<file path="src/hdl/md5h_pkg.sv">
package md5h_pkg;

  typedef struct packed {
    logic [31:0] a;
    logic [31:0] b;
    logic [31:0] c;
    logic [31:0] d;
  } md5h_words_t;

  localparam logic [31:0] MD5H_INIT_A = 32'h67452301;
  localparam logic [31:0] MD5H_INIT_B = 32'hefcdab89;
  localparam logic [31:0] MD5H_INIT_C = 32'h98badcfe;
  localparam logic [31:0] MD5H_INIT_D = 32'h10325476;

  localparam logic [7:0] MD5H_PAD_BYTE  = 8'h80;
  localparam logic [5:0] MD5H_LEN_START = 6'd56;
  localparam logic [5:0] MD5H_LAST_BYTE = 6'd63;
  localparam logic [5:0] MD5H_LAST_RND  = 6'd63;

  localparam md5h_words_t MD5H_INIT = '{
    a: MD5H_INIT_A, b: MD5H_INIT_B, c: MD5H_INIT_C, d: MD5H_INIT_D
  };

  function automatic logic [3:0] md5h_msg_index(input logic [5:0] rnd);
    logic [3:0] lo;
    lo = rnd[3:0];
    unique case (rnd[5:4])
      2'd0: return lo;
      2'd1: return 4'd5 * lo + 4'd1;
      2'd2: return 4'd3 * lo + 4'd5;
      2'd3: return 4'd7 * lo;
      default: return lo;
    endcase
  endfunction

  function automatic logic [4:0] md5h_rot_amount(input logic [5:0] rnd);
    unique case ({rnd[5:4], rnd[1:0]})
      4'd0:  return 5'd7;
      4'd1:  return 5'd12;
      4'd2:  return 5'd17;
      4'd3:  return 5'd22;
      4'd4:  return 5'd5;
      4'd5:  return 5'd9;
      4'd6:  return 5'd14;
      4'd7:  return 5'd20;
      4'd8:  return 5'd4;
      4'd9:  return 5'd11;
      4'd10: return 5'd16;
      4'd11: return 5'd23;
      4'd12: return 5'd6;
      4'd13: return 5'd10;
      4'd14: return 5'd15;
      4'd15: return 5'd21;
      default: return 5'd7;
    endcase
  endfunction

  function automatic logic [31:0] md5h_round_const(input logic [5:0] rnd);
    unique case (rnd)
      6'd0:  return 32'hd76aa478;
      6'd1:  return 32'he8c7b756;
      6'd2:  return 32'h242070db;
      6'd3:  return 32'hc1bdceee;
      6'd4:  return 32'hf57c0faf;
      6'd5:  return 32'h4787c62a;
      6'd6:  return 32'ha8304613;
      6'd7:  return 32'hfd469501;
      6'd8:  return 32'h698098d8;
      6'd9:  return 32'h8b44f7af;
      6'd10: return 32'hffff5bb1;
      6'd11: return 32'h895cd7be;
      6'd12: return 32'h6b901122;
      6'd13: return 32'hfd987193;
      6'd14: return 32'ha679438e;
      6'd15: return 32'h49b40821;
      6'd16: return 32'hf61e2562;
      6'd17: return 32'hc040b340;
      6'd18: return 32'h265e5a51;
      6'd19: return 32'he9b6c7aa;
      6'd20: return 32'hd62f105d;
      6'd21: return 32'h02441453;
      6'd22: return 32'hd8a1e681;
      6'd23: return 32'he7d3fbc8;
      6'd24: return 32'h21e1cde6;
      6'd25: return 32'hc33707d6;
      6'd26: return 32'hf4d50d87;
      6'd27: return 32'h455a14ed;
      6'd28: return 32'ha9e3e905;
      6'd29: return 32'hfcefa3f8;
      6'd30: return 32'h676f02d9;
      6'd31: return 32'h8d2a4c8a;
      6'd32: return 32'hfffa3942;
      6'd33: return 32'h8771f681;
      6'd34: return 32'h6d9d6122;
      6'd35: return 32'hfde5380c;
      6'd36: return 32'ha4beea44;
      6'd37: return 32'h4bdecfa9;
      6'd38: return 32'hf6bb4b60;
      6'd39: return 32'hbebfbc70;
      6'd40: return 32'h289b7ec6;
      6'd41: return 32'heaa127fa;
      6'd42: return 32'hd4ef3085;
      6'd43: return 32'h04881d05;
      6'd44: return 32'hd9d4d039;
      6'd45: return 32'he6db99e5;
      6'd46: return 32'h1fa27cf8;
      6'd47: return 32'hc4ac5665;
      6'd48: return 32'hf4292244;
      6'd49: return 32'h432aff97;
      6'd50: return 32'hab9423a7;
      6'd51: return 32'hfc93a039;
      6'd52: return 32'h655b59c3;
      6'd53: return 32'h8f0ccc92;
      6'd54: return 32'hffeff47d;
      6'd55: return 32'h85845dd1;
      6'd56: return 32'h6fa87e4f;
      6'd57: return 32'hfe2ce6e0;
      6'd58: return 32'ha3014314;
      6'd59: return 32'h4e0811a1;
      6'd60: return 32'hf7537e82;
      6'd61: return 32'hbd3af235;
      6'd62: return 32'h2ad7d2bb;
      6'd63: return 32'heb86d391;
      default: return 32'hd76aa478;
    endcase
  endfunction

endpackage

</file>
<file path="src/hdl/md5h_ram.sv">
module md5h_ram #(
  parameter int WIDTH = 8,
  parameter int DEPTH = 16
) (
  input  logic                     clk,
  input  logic                     wr_en,
  input  logic [$clog2(DEPTH)-1:0] wr_addr,
  input  logic [WIDTH-1:0]         wr_data,
  input  logic [$clog2(DEPTH)-1:0] rd_addr,
  output logic [WIDTH-1:0]         rd_data
);

  logic [WIDTH-1:0] mem_r [DEPTH];

  always_ff @(posedge clk) begin
    if (wr_en) begin
      mem_r[wr_addr] <= wr_data;
    end
    rd_data <= mem_r[rd_addr];
  end

endmodule

</file>
<file path="src/hdl/md5h_round.sv">
module md5h_round import md5h_pkg::*; (
  input  md5h_words_t work,
  input  logic [31:0] msg_word,
  input  logic [5:0]  rnd,
  output logic [31:0] b_new
);

  logic [31:0] f;
  logic [31:0] sum;
  logic [63:0] dbl;

  always_comb begin
    unique case (rnd[5:4])
      2'd0: f = (work.b & work.c) | (~work.b & work.d);
      2'd1: f = (work.b & work.d) | (work.c & ~work.d);
      2'd2: f = work.b ^ work.c ^ work.d;
      2'd3: f = work.c ^ (work.b | ~work.d);
      default: f = '0;
    endcase
    sum   = work.a + f + md5h_round_const(rnd) + msg_word;
    dbl   = {sum, sum} << md5h_rot_amount(rnd);
    b_new = work.b + dbl[63:32];
  end

endmodule

</file>
<file path="src/hdl/md5_stream_hasher.sv">
// MD5 digest over a byte stream.
// Input channel: one item per message byte (in_has_byte high) or an empty
// end marker (in_has_byte low). An item with in_end_of_message high closes
// the message after its byte, if any, and produces exactly one result item
// carrying the 128-bit digest as four little-endian words A, B, C and D.
// A plain byte item is written straight into the block buffer. Every 64th
// byte starts a compression (a load step, 64 rounds on the shared round
// unit, a fold step), and no bytes are taken until it is done.
// At end of message the padding bytes are written one per cycle, followed by
// one or two compressions, before the digest is offered. in_ready is low
// while padding or compressing.
// The digest sits in an output register; the block accepts the bytes of the
// next message while it waits, and only stalls before a second digest if
// the first one has not yet been taken.
// Reset (synchronous, active low) loads the MD5 initial chaining words,
// clears the bit count and the fill position and drops out_valid.
module md5_stream_hasher import md5h_pkg::*; (
  input  logic        clk,
  input  logic        rst_n,
  input  logic        in_valid,
  output logic        in_ready,
  input  logic [7:0]  in_data_byte,
  input  logic        in_has_byte,
  input  logic        in_end_of_message,
  output logic        out_valid,
  input  logic        out_ready,
  output logic [31:0] out_digest_word_a,
  output logic [31:0] out_digest_word_b,
  output logic [31:0] out_digest_word_c,
  output logic [31:0] out_digest_word_d
);

  typedef enum logic [5:0] {
    S_IDLE   = 6'b000001,
    S_PAD    = 6'b000010,
    S_PREP   = 6'b000100,
    S_ROUND  = 6'b001000,
    S_FOLD   = 6'b010000,
    S_DIGEST = 6'b100000
  } state_t;

  state_t      state_r, state_nxt;
  md5h_words_t chain_r, chain_nxt;
  md5h_words_t work_r, work_nxt;
  md5h_words_t out_r, out_nxt;
  logic [63:0] bits_r, bits_nxt;
  logic [5:0]  fill_r, fill_nxt;
  logic [5:0]  rnd_r, rnd_nxt;
  logic        pad_r, pad_nxt;
  logic        pad80_r, pad80_nxt;
  logic        spill_r, spill_nxt;
  logic        final_r, final_nxt;
  logic        out_valid_r, out_valid_nxt;

  logic        ram_we;
  logic [7:0]  ram_wdata;
  logic [3:0]  ram_raddr;
  logic [7:0]  lane_rdata [4];
  logic [31:0] msg_word;
  logic [31:0] b_new;

  assign in_ready = (state_r == S_IDLE);
  assign msg_word = {lane_rdata[3], lane_rdata[2], lane_rdata[1], lane_rdata[0]};

  for (genvar i = 0; i < 4; i++) begin : g_lane
    md5h_ram #(
      .WIDTH(8),
      .DEPTH(16)
    ) u_lane (
      .clk    (clk),
      .wr_en  (ram_we && (fill_r[1:0] == 2'(i))),
      .wr_addr(fill_r[5:2]),
      .wr_data(ram_wdata),
      .rd_addr(ram_raddr),
      .rd_data(lane_rdata[i])
    );
  end

  md5h_round u_round (
    .work    (work_r),
    .msg_word(msg_word),
    .rnd     (rnd_r),
    .b_new   (b_new)
  );

  always_comb begin
    state_nxt     = state_r;
    chain_nxt     = chain_r;
    work_nxt      = work_r;
    out_nxt       = out_r;
    bits_nxt      = bits_r;
    fill_nxt      = fill_r;
    rnd_nxt       = rnd_r;
    pad_nxt       = pad_r;
    pad80_nxt     = pad80_r;
    spill_nxt     = spill_r;
    final_nxt     = final_r;
    out_valid_nxt = out_valid_r;
    ram_we        = 1'b0;
    ram_wdata     = in_data_byte;
    ram_raddr     = md5h_msg_index(rnd_r + 6'd1);

    if (out_valid_r && out_ready) begin
      out_valid_nxt = 1'b0;
    end

    unique case (state_r)
      S_IDLE: begin
        if (in_valid) begin
          if (in_has_byte) begin
            ram_we   = 1'b1;
            fill_nxt = fill_r + 6'd1;
            bits_nxt = bits_r + 64'd8;
          end
          if (in_end_of_message) begin
            pad_nxt   = 1'b1;
            pad80_nxt = 1'b1;
          end
          if (in_has_byte && (fill_r == MD5H_LAST_BYTE)) begin
            state_nxt = S_PREP;
          end else if (in_end_of_message) begin
            state_nxt = S_PAD;
          end
        end
      end
      S_PAD: begin
        ram_we    = 1'b1;
        fill_nxt  = fill_r + 6'd1;
        pad80_nxt = 1'b0;
        if (pad80_r) begin
          ram_wdata = MD5H_PAD_BYTE;
          // No room for the length in this block, so it goes into one more.
          if (fill_r >= MD5H_LEN_START) begin
            spill_nxt = 1'b1;
          end
        end else if ((fill_r < MD5H_LEN_START) || spill_r) begin
          ram_wdata = 8'h00;
        end else begin
          ram_wdata = bits_r[{fill_r[2:0], 3'b000} +: 8];
        end
        if (fill_r == MD5H_LAST_BYTE) begin
          state_nxt = S_PREP;
          spill_nxt = 1'b0;
          if (!pad80_r && !spill_r) begin
            final_nxt = 1'b1;
          end
        end
      end
      S_PREP: begin
        work_nxt  = chain_r;
        rnd_nxt   = '0;
        ram_raddr = md5h_msg_index('0);
        state_nxt = S_ROUND;
      end
      S_ROUND: begin
        work_nxt = '{a: work_r.d, b: b_new, c: work_r.b, d: work_r.c};
        rnd_nxt  = rnd_r + 6'd1;
        if (rnd_r == MD5H_LAST_RND) begin
          state_nxt = S_FOLD;
        end
      end
      S_FOLD: begin
        chain_nxt.a = chain_r.a + work_r.a;
        chain_nxt.b = chain_r.b + work_r.b;
        chain_nxt.c = chain_r.c + work_r.c;
        chain_nxt.d = chain_r.d + work_r.d;
        priority if (final_r) begin
          state_nxt = S_DIGEST;
        end else if (pad_r) begin
          state_nxt = S_PAD;
        end else begin
          state_nxt = S_IDLE;
        end
      end
      S_DIGEST: begin
        if (!out_valid_r || out_ready) begin
          out_nxt       = chain_r;
          out_valid_nxt = 1'b1;
          chain_nxt     = MD5H_INIT;
          bits_nxt      = '0;
          fill_nxt      = '0;
          pad_nxt       = 1'b0;
          pad80_nxt     = 1'b0;
          spill_nxt     = 1'b0;
          final_nxt     = 1'b0;
          state_nxt     = S_IDLE;
        end
      end
      default: state_nxt = S_IDLE;
    endcase
  end

  always_ff @(posedge clk) begin
    if (!rst_n) begin
      state_r     <= S_IDLE;
      chain_r     <= MD5H_INIT;
      bits_r      <= '0;
      fill_r      <= '0;
      rnd_r       <= '0;
      pad_r       <= 1'b0;
      pad80_r     <= 1'b0;
      spill_r     <= 1'b0;
      final_r     <= 1'b0;
      out_valid_r <= 1'b0;
    end else begin
      state_r     <= state_nxt;
      chain_r     <= chain_nxt;
      bits_r      <= bits_nxt;
      fill_r      <= fill_nxt;
      rnd_r       <= rnd_nxt;
      pad_r       <= pad_nxt;
      pad80_r     <= pad80_nxt;
      spill_r     <= spill_nxt;
      final_r     <= final_nxt;
      out_valid_r <= out_valid_nxt;
    end
  end

  always_ff @(posedge clk) begin
    work_r <= work_nxt;
    out_r  <= out_nxt;
  end

  assign out_valid         = out_valid_r;
  assign out_digest_word_a = out_r.a;
  assign out_digest_word_b = out_r.b;
  assign out_digest_word_c = out_r.c;
  assign out_digest_word_d = out_r.d;

endmodule

</file>
<file path="config.mk">
export PLATFORM = sky130hd
export DESIGN_NAME = md5_stream_hasher
export DESIGN_NICKNAME = d
export VERILOG_FILES = /design/src/hdl/md5h_pkg.sv /design/src/hdl/md5h_ram.sv /design/src/hdl/md5h_round.sv /design/src/hdl/md5_stream_hasher.sv
export SDC_FILE = /design/constraint.sdc
export NUM_CORES = 2
export LEC_CHECK = 0
export ABC_AREA = 1
export BUFFER_PORTS_ARGS = -buffer_cell sky130_fd_sc_hd__buf_2
export CAP_MARGIN = 20
export CORE_AREA = 2 2 320 322
export CTS_CLUSTER_DIAMETER = 30
export CTS_CLUSTER_SIZE = 16
export DETAILED_ROUTE_END_ITERATION = 16
export DIE_AREA = 0 0 322 324
export PLACE_DENSITY = 0.77
export REMOVE_ABC_BUFFERS = 1
export SKIP_LAST_GASP = 1
export SLEW_MARGIN = 20
export SYNTH_ARGS = -nofsm -noshare
export SYNTH_HDL_FRONTEND = slang
export SYNTH_SLANG_ARGS = --single-unit
</file>
<file path="constraint.sdc">
create_clock -name clk -period 12.2 [get_ports clk]
set_input_delay 2.44 -clock clk [delete_from_list [all_inputs] [get_ports clk]]
set_output_delay 2.44 -clock clk [all_outputs]
set_load 0.01 [all_outputs]
</file>
* Word level (Yosys, flattened, before mapping) *
Memory sizes are Yosys's and may differ from the RTL's. A register that Yosys moved wholly into a read port is not among the register bits.
Cells that the tools add are included.

word-level totals
  bits in registers = 471
  memories kept = 6
  output and inout port bits = 130
  RAM bits = 512
  word-level logic and storage cells = 172
  input bits = 14
  ROM bits = 2128

memories
  memory                  depth  width  rd ports  clocked after memory_dff  write ports  RTL line        text
  (name not given)        64     32     1         1                         0            md5h_pkg.sv:59  unique case (rnd)
  g_lane[0].u_lane.mem_r  16     8      1         1                         1            md5h_ram.sv:13  logic [WIDTH-1:0] mem_r [DEPTH];
  g_lane[1].u_lane.mem_r  16     8      1         1                         1            md5h_ram.sv:13
  g_lane[2].u_lane.mem_r  16     8      1         1                         1            md5h_ram.sv:13
  g_lane[3].u_lane.mem_r  16     8      1         1                         1            md5h_ram.sv:13
  (name not given)        16     5      1         1                         0            md5h_pkg.sv:37  unique case ({rnd[5:4], rnd[1:0]})

cells by class
  muxes and demuxes = 57
  magnitude comparators = 2
  $mul = 3
  add/sub/neg operators = 13
  reductions and logical operators = 29
  shift operators = 2
  bitwise logic cells = 12
  eq/ne operators = 27

operators by type and width
  kind                                           count
  case mux 128 bit (2 select lines)              2
  adder 32 bit                                   8
  two-way mux 64 bit                             3
  AND 32 bit                                     4
  two-way mux 128 bit                            1
  case mux 32 bit (4 select lines)               1
  case mux 64 bit (2 select lines)               1
  OR 32 bit                                      3
  bitwise XOR 32 bit                             3
  two-way mux 6 bit                              12
  adder 64 x 4 -> 64 bit, second input constant  1
  inverter 32 bit                                2
  indexed part select 64 x 7 -> 8 bit            1
  left shift 64 x 5 -> 64 bit                    1
  case mux 6 bit (6 select lines)                1
  two-way mux 8 bit                              3
  AND reduction 4 bit                            6
  two-way mux 1 bit                              21
  == test 6 bit, second input constant           3
  case mux 6 bit (3 select lines)                1
  case mux 4 bit (4 select lines)                1
  adder 6 x 1 -> 6 bit, second input constant    2
  == test 2 bit, second input constant           6
  two-way mux 4 bit                              3
  28 further kinds                               55

* Depth between registers and ports, before layout *
  depth after elaboration = 10
  mapped depth = 45
  mapped depth without buffers = 44

* Modules after synthesis *
Synthesis repeated with hierarchy kept, for this count alone.

second synthesis, totals
  cells, all modules = 8594
  area, all modules = 64255.4 um2

by module, submodules not included
  module             cells each  sequential area each (um2)  times used  area an instance (um2)
  md5_stream_hasher  4235        11931.4                     1           29204.3
  md5h_ram           551         4003.8                      4           5766.8
  md5h_round         2155        0.0                         1           11984.0

* Worst setup path before layout *
OpenSTA, ideal clock, no wires.

  path kind = input -> register
  from = input port out_ready
  to = register chain_r[121] (netlist name)
  library setup time = 0.063 ns
  setup slack = 2.228 ns
  stages = 8
  path buffers = 2
  data required time = 12.137 ns
  data arrival time = 9.908 ns
  path through = nor2_1 > nor2_1 > nor2_1 > inv_1 > clkbuf_1 > clkbuf_1 > o21ai_0 > nand3_1

between the ends
  cells in the longest elaborated chain, start to end = 3

RTL lines
  item                             RTL line                  text
  start, declared                  md5_stream_hasher.sv:26   input logic out_ready,
  logical OR 1 bit                 md5_stream_hasher.sv:176  if (!out_valid_r || out_ready) begin
  inequality test 2 bit (no line)  -
  AND reduction 2 bit (no line)    -
  end signal, assigned             md5_stream_hasher.sv:207  chain_r <= chain_nxt;
  end, declared                    md5_stream_hasher.sv:43   md5h_words_t chain_r, chain_nxt;

No other way between the ends.
A chain may end at the register's enable or synchronous reset.

==> impl_metrics.py <==
metrics = {
    "timing": {
        "report.final.slew_viol_count": 0,
        "fin_setup_tns_ns": 0,
        "hold_viol": 0,
        "relSlewSlack": 0.131,
        "fin_crit_sh": 0.643,
        "hold_ws_ns": 0.475,
        "tightest_slew_ns": 1.30,
        "fmax_mhz": 127,
        "setup_slack_ns": 4.35,
        "setup_violations": 0,
        "rsz0062_at_grt": "no",
        "period_needed_ns": 7.85,
        "finClkSkew_ns": 0.0676,
    },
    "clock_tree": {
        "insertion_delay_ns": 0.82,
        "cts_resized": 0,
        "postCtsSetupRepairBufs": 0,
        "cts.reportedPaths.clkPinSlew_ns": 0.05,
        "cts-root-buf": "clkbuf_16",
        "cts_buffers": 204,
        "cts_buffer_depth": 3,
        "numClockSinks": 1049,
        "cts_hold_buf": 0,
        "tritoncts": "yes",
        "htreeDepth": 4,
    },
    "power": {
        "p_leak_uw": 0.0288,
        "power_density_nw_per_um2": 153,
        "ir_drop_v": 0.000196,
    },
    "floorplanning": {
        "die_area_sq_um": 104000,
        "start_util": 0.594,
        "die_width_microns": 322,
        "ioPinCount": 144,
        "fp.coreArea_sq_um": 101000,
        "die_height_microns": 324,
        "core.rowCount": 117,
    },
    "synthesis": {
        "yosys-top-cells-count": "nand2_1, inv_1, edfxtp_1, a21oi_1, o21ai_0",
        "async_flop_share": 0,
        "synth_area_leader_cell": "edfxtp_1",
        "synth.most_common_cell": "nand2_1",
        "synth_top_area_share": 0.385,
        "yosys_warnings": 0,
        "ys_ff_latch": 1049,
        "synth_ff_type": "edfxtp_1",
        "synthCells": 7169,
        "ys_types": 67,
        "synth.area.top_cells": "edfxtp_1, nand2_1, dfxtp_1, inv_1, a21oi_1",
        "syn_avg_cell_area_sq_um": 8.37,
        "synth_edf_count": 768,
        "yosysSeqAreaShare": 0.478,
        "syn-cell-area_sq_um": 60000,
    },
    "placed_design": {
        "hpwl_microns": 138000,
        "dpl.cell_count": 8398,
        "place_congestion": 1.03,
        "io_buffers": 143,
        "post-place-ws_ns": 4.48,
    },
    "worst_setup_path": {
        "setup.worst_path.end_class": "register",
        "cp_num_buf_inv": 6,
        "cp-startpoint": "rnd_r[5]",
        "r2r_start": "rnd_r[5]",
        "reg2reg_depth": 43,
        "crit_path_frequent_cell": "nand2_1",
        "cp-endpoint": "work_r[90]",
        "worst_path_dominant_cell_family": "simple AND/OR/NAND/NOR gates",
        "worst_path_max_delay_cell": "fa_1",
        "worstPathArrival_ns": 8.40,
        "critPathMaxStageDelay_ns": 0.48,
        "cp_data_required_time_ns": 12.75,
        "rr_endpoint": "work_r[90]",
        "critical_path_depth": 43,
        "cp-start-kind": "register",
        "regToRegSetupSlack_ns": 4.35,
        "cp_max_fo": 24,
        "critPathKind": "reg2reg",
    },
    "job": {
        "cap_violations": 0,
    },
    "grt": {
        "grt_max_degree": 274,
        "grt-ovfl-total": 0,
        "antenna_found_initial": 2,
        "grtUsageTotal": 0.377,
        "grt_pass1_vias": 50400,
        "grt_pass1_wl_microns": 299000,
    },
    "route": {
        "via_per_inst": 6.11,
        "vias": 53700,
        "ant_nets": 0,
        "drc": 0,
        "wl_per_cell_microns": 22.7,
        "drtPass1Iterations": 7,
        "drt_iter0_drc": 6519,
        "drt_wl_total_microns": 200000,
    },
    "final_layout": {
        "final_layout_size_suffix_gt1_frac": 0.0897,
        "syn2layout_area_growth_pct": 15.5,
        "nets": 7592,
        "stdcell_count": 8787,
        "diodes": 0,
    },
    "status": {
        "status": "finished clean",
    },
    "min_path": {
        "worstHoldPathType": "reg2reg",
    },
}
[sequential cells by signal, summed over array words and instances (netlist names), 6 cells and up, named ones only]
| name | count |
|---|---|
| g_lane.u_lane.mem_r | 512 |
| chain_r | 128 |
| work_r | 128 |
| bits_r | 61 |
| g_lane.u_lane.rd_data | 32 |
| out_digest_word_a | 32 |
| out_digest_word_b | 32 |
| out_digest_word_c | 32 |
| out_digest_word_d | 32 |
| fill_r | 6 |
| rnd_r | 6 |
| state_r | 6 |
[power breakdown]
group,switching [uW],internal [uW]
combinational,484,164
sequential,40.2,3910
clock,2130,3870
total,2650,7950
[layer usage]
| metal | vias to the layer above | global-route usage | wire length, microns | share of wire |
|---|---|---|---|---|
| li1 | 24900 | - | - | - |
| met1 | 25300 | 0.475 | 76700 | 0.38 |
| met2 | 2904 | 0.624 | 93900 | 0.47 |
| met3 | 592 | 0.0603 | 16800 | 0.084 |
| met4 | 0 | 0.209 | 12100 | 0.061 |
| met5 | - | 0 | 0 | 0 |
[cell families after synthesis]
family | count (synthesis) | share of synthesized area
AND/OR/NAND/NOR | 2796 | 0.197
buffers and inverters | 1278 | 0.0817
multiplexers | 2 | 0.000334
XOR/XNOR | 87 | 0.0130
flip-flops | 1049 | 0.478
adder cells (fa/ha/maj) | 282 | 0.0673
AO/OA/AOI/OAI | 1675 | 0.162
[worst min-delay path by stage]
stage,from,to,slack [ns],depth (start not counted)
after CTS,bits_r[44],bits_r[44],0.47,1
final,bits_r[44],bits_r[44],0.48,1
after global placement,bits_r[44],bits_r[44],0.44,1
after floorplan,bits_r[44],bits_r[44],0.43,1
after detailed placement,bits_r[44],bits_r[44],0.46,1
after global routing,bits_r[44],bits_r[44],0.49,1
[final cells by class]
| type | instances | area (sq um) |
|---|---|---|
| clock buffers | 228 | 5270 |
| flip-flops and latches | 1049 | 28700 |
| fillers | 7773 | 31800 |
| inverters | 992 | 3730 |
| well taps | 1309 | 1640 |
| repair buffers | 207 | 1230 |
| multi-input cells | 4842 | 26500 |
| clock inverters | 160 | 2230 |
[worst register-to-register path: cells and delay by family (launching register included)]
family	cells	cell delay, ns
simple gates	24	2.93
fa+ha+maj	5	1.71
compound gates	8	1.45
buf+inv	6	1.12
flops	1	0.42
[per-stage QoR]
| stage | power [uW] | area, sq um | util |
|---|---|---|---|
| floorplan | 4410 | 58800 | - |
| detailed placement | 4650 | 61700 | 0.611 |
| global route | 10900 | 69300 | 0.686 |
| CTS | 10600 | 69200 | 0.685 |
| finish | 10600 | 69300 | 0.686 |
| global placement | 4640 | 61700 | 0.611 |
[layout by cell type (no fill, tap or decap), types with 23 or more instances in the layout]
cell type	Yosys	final
or2_2	30	30
o21ai_0	578	578
nand4_1	39	39
bufinv_16	0	32
edfxtp_1	768	768
xor2_1	60	60
a21oi_1	579	578
buf_4	0	62
clkinv_4	0	23
nor3_1	101	100
dfxtp_1	281	281
o211ai_1	252	252
buf_2	84	142
nand2_1	1590	1585
xnor2_1	25	25
inv_1	970	965
nor2_1	408	403
inv_6	0	34
ha_1	214	214
o221ai_1	51	51
nand3_1	555	555
o21a_1	28	28
a31oi_1	25	25
clkbuf_16	0	204
fa_1	68	68
Power figures use the tool's default switching activity.
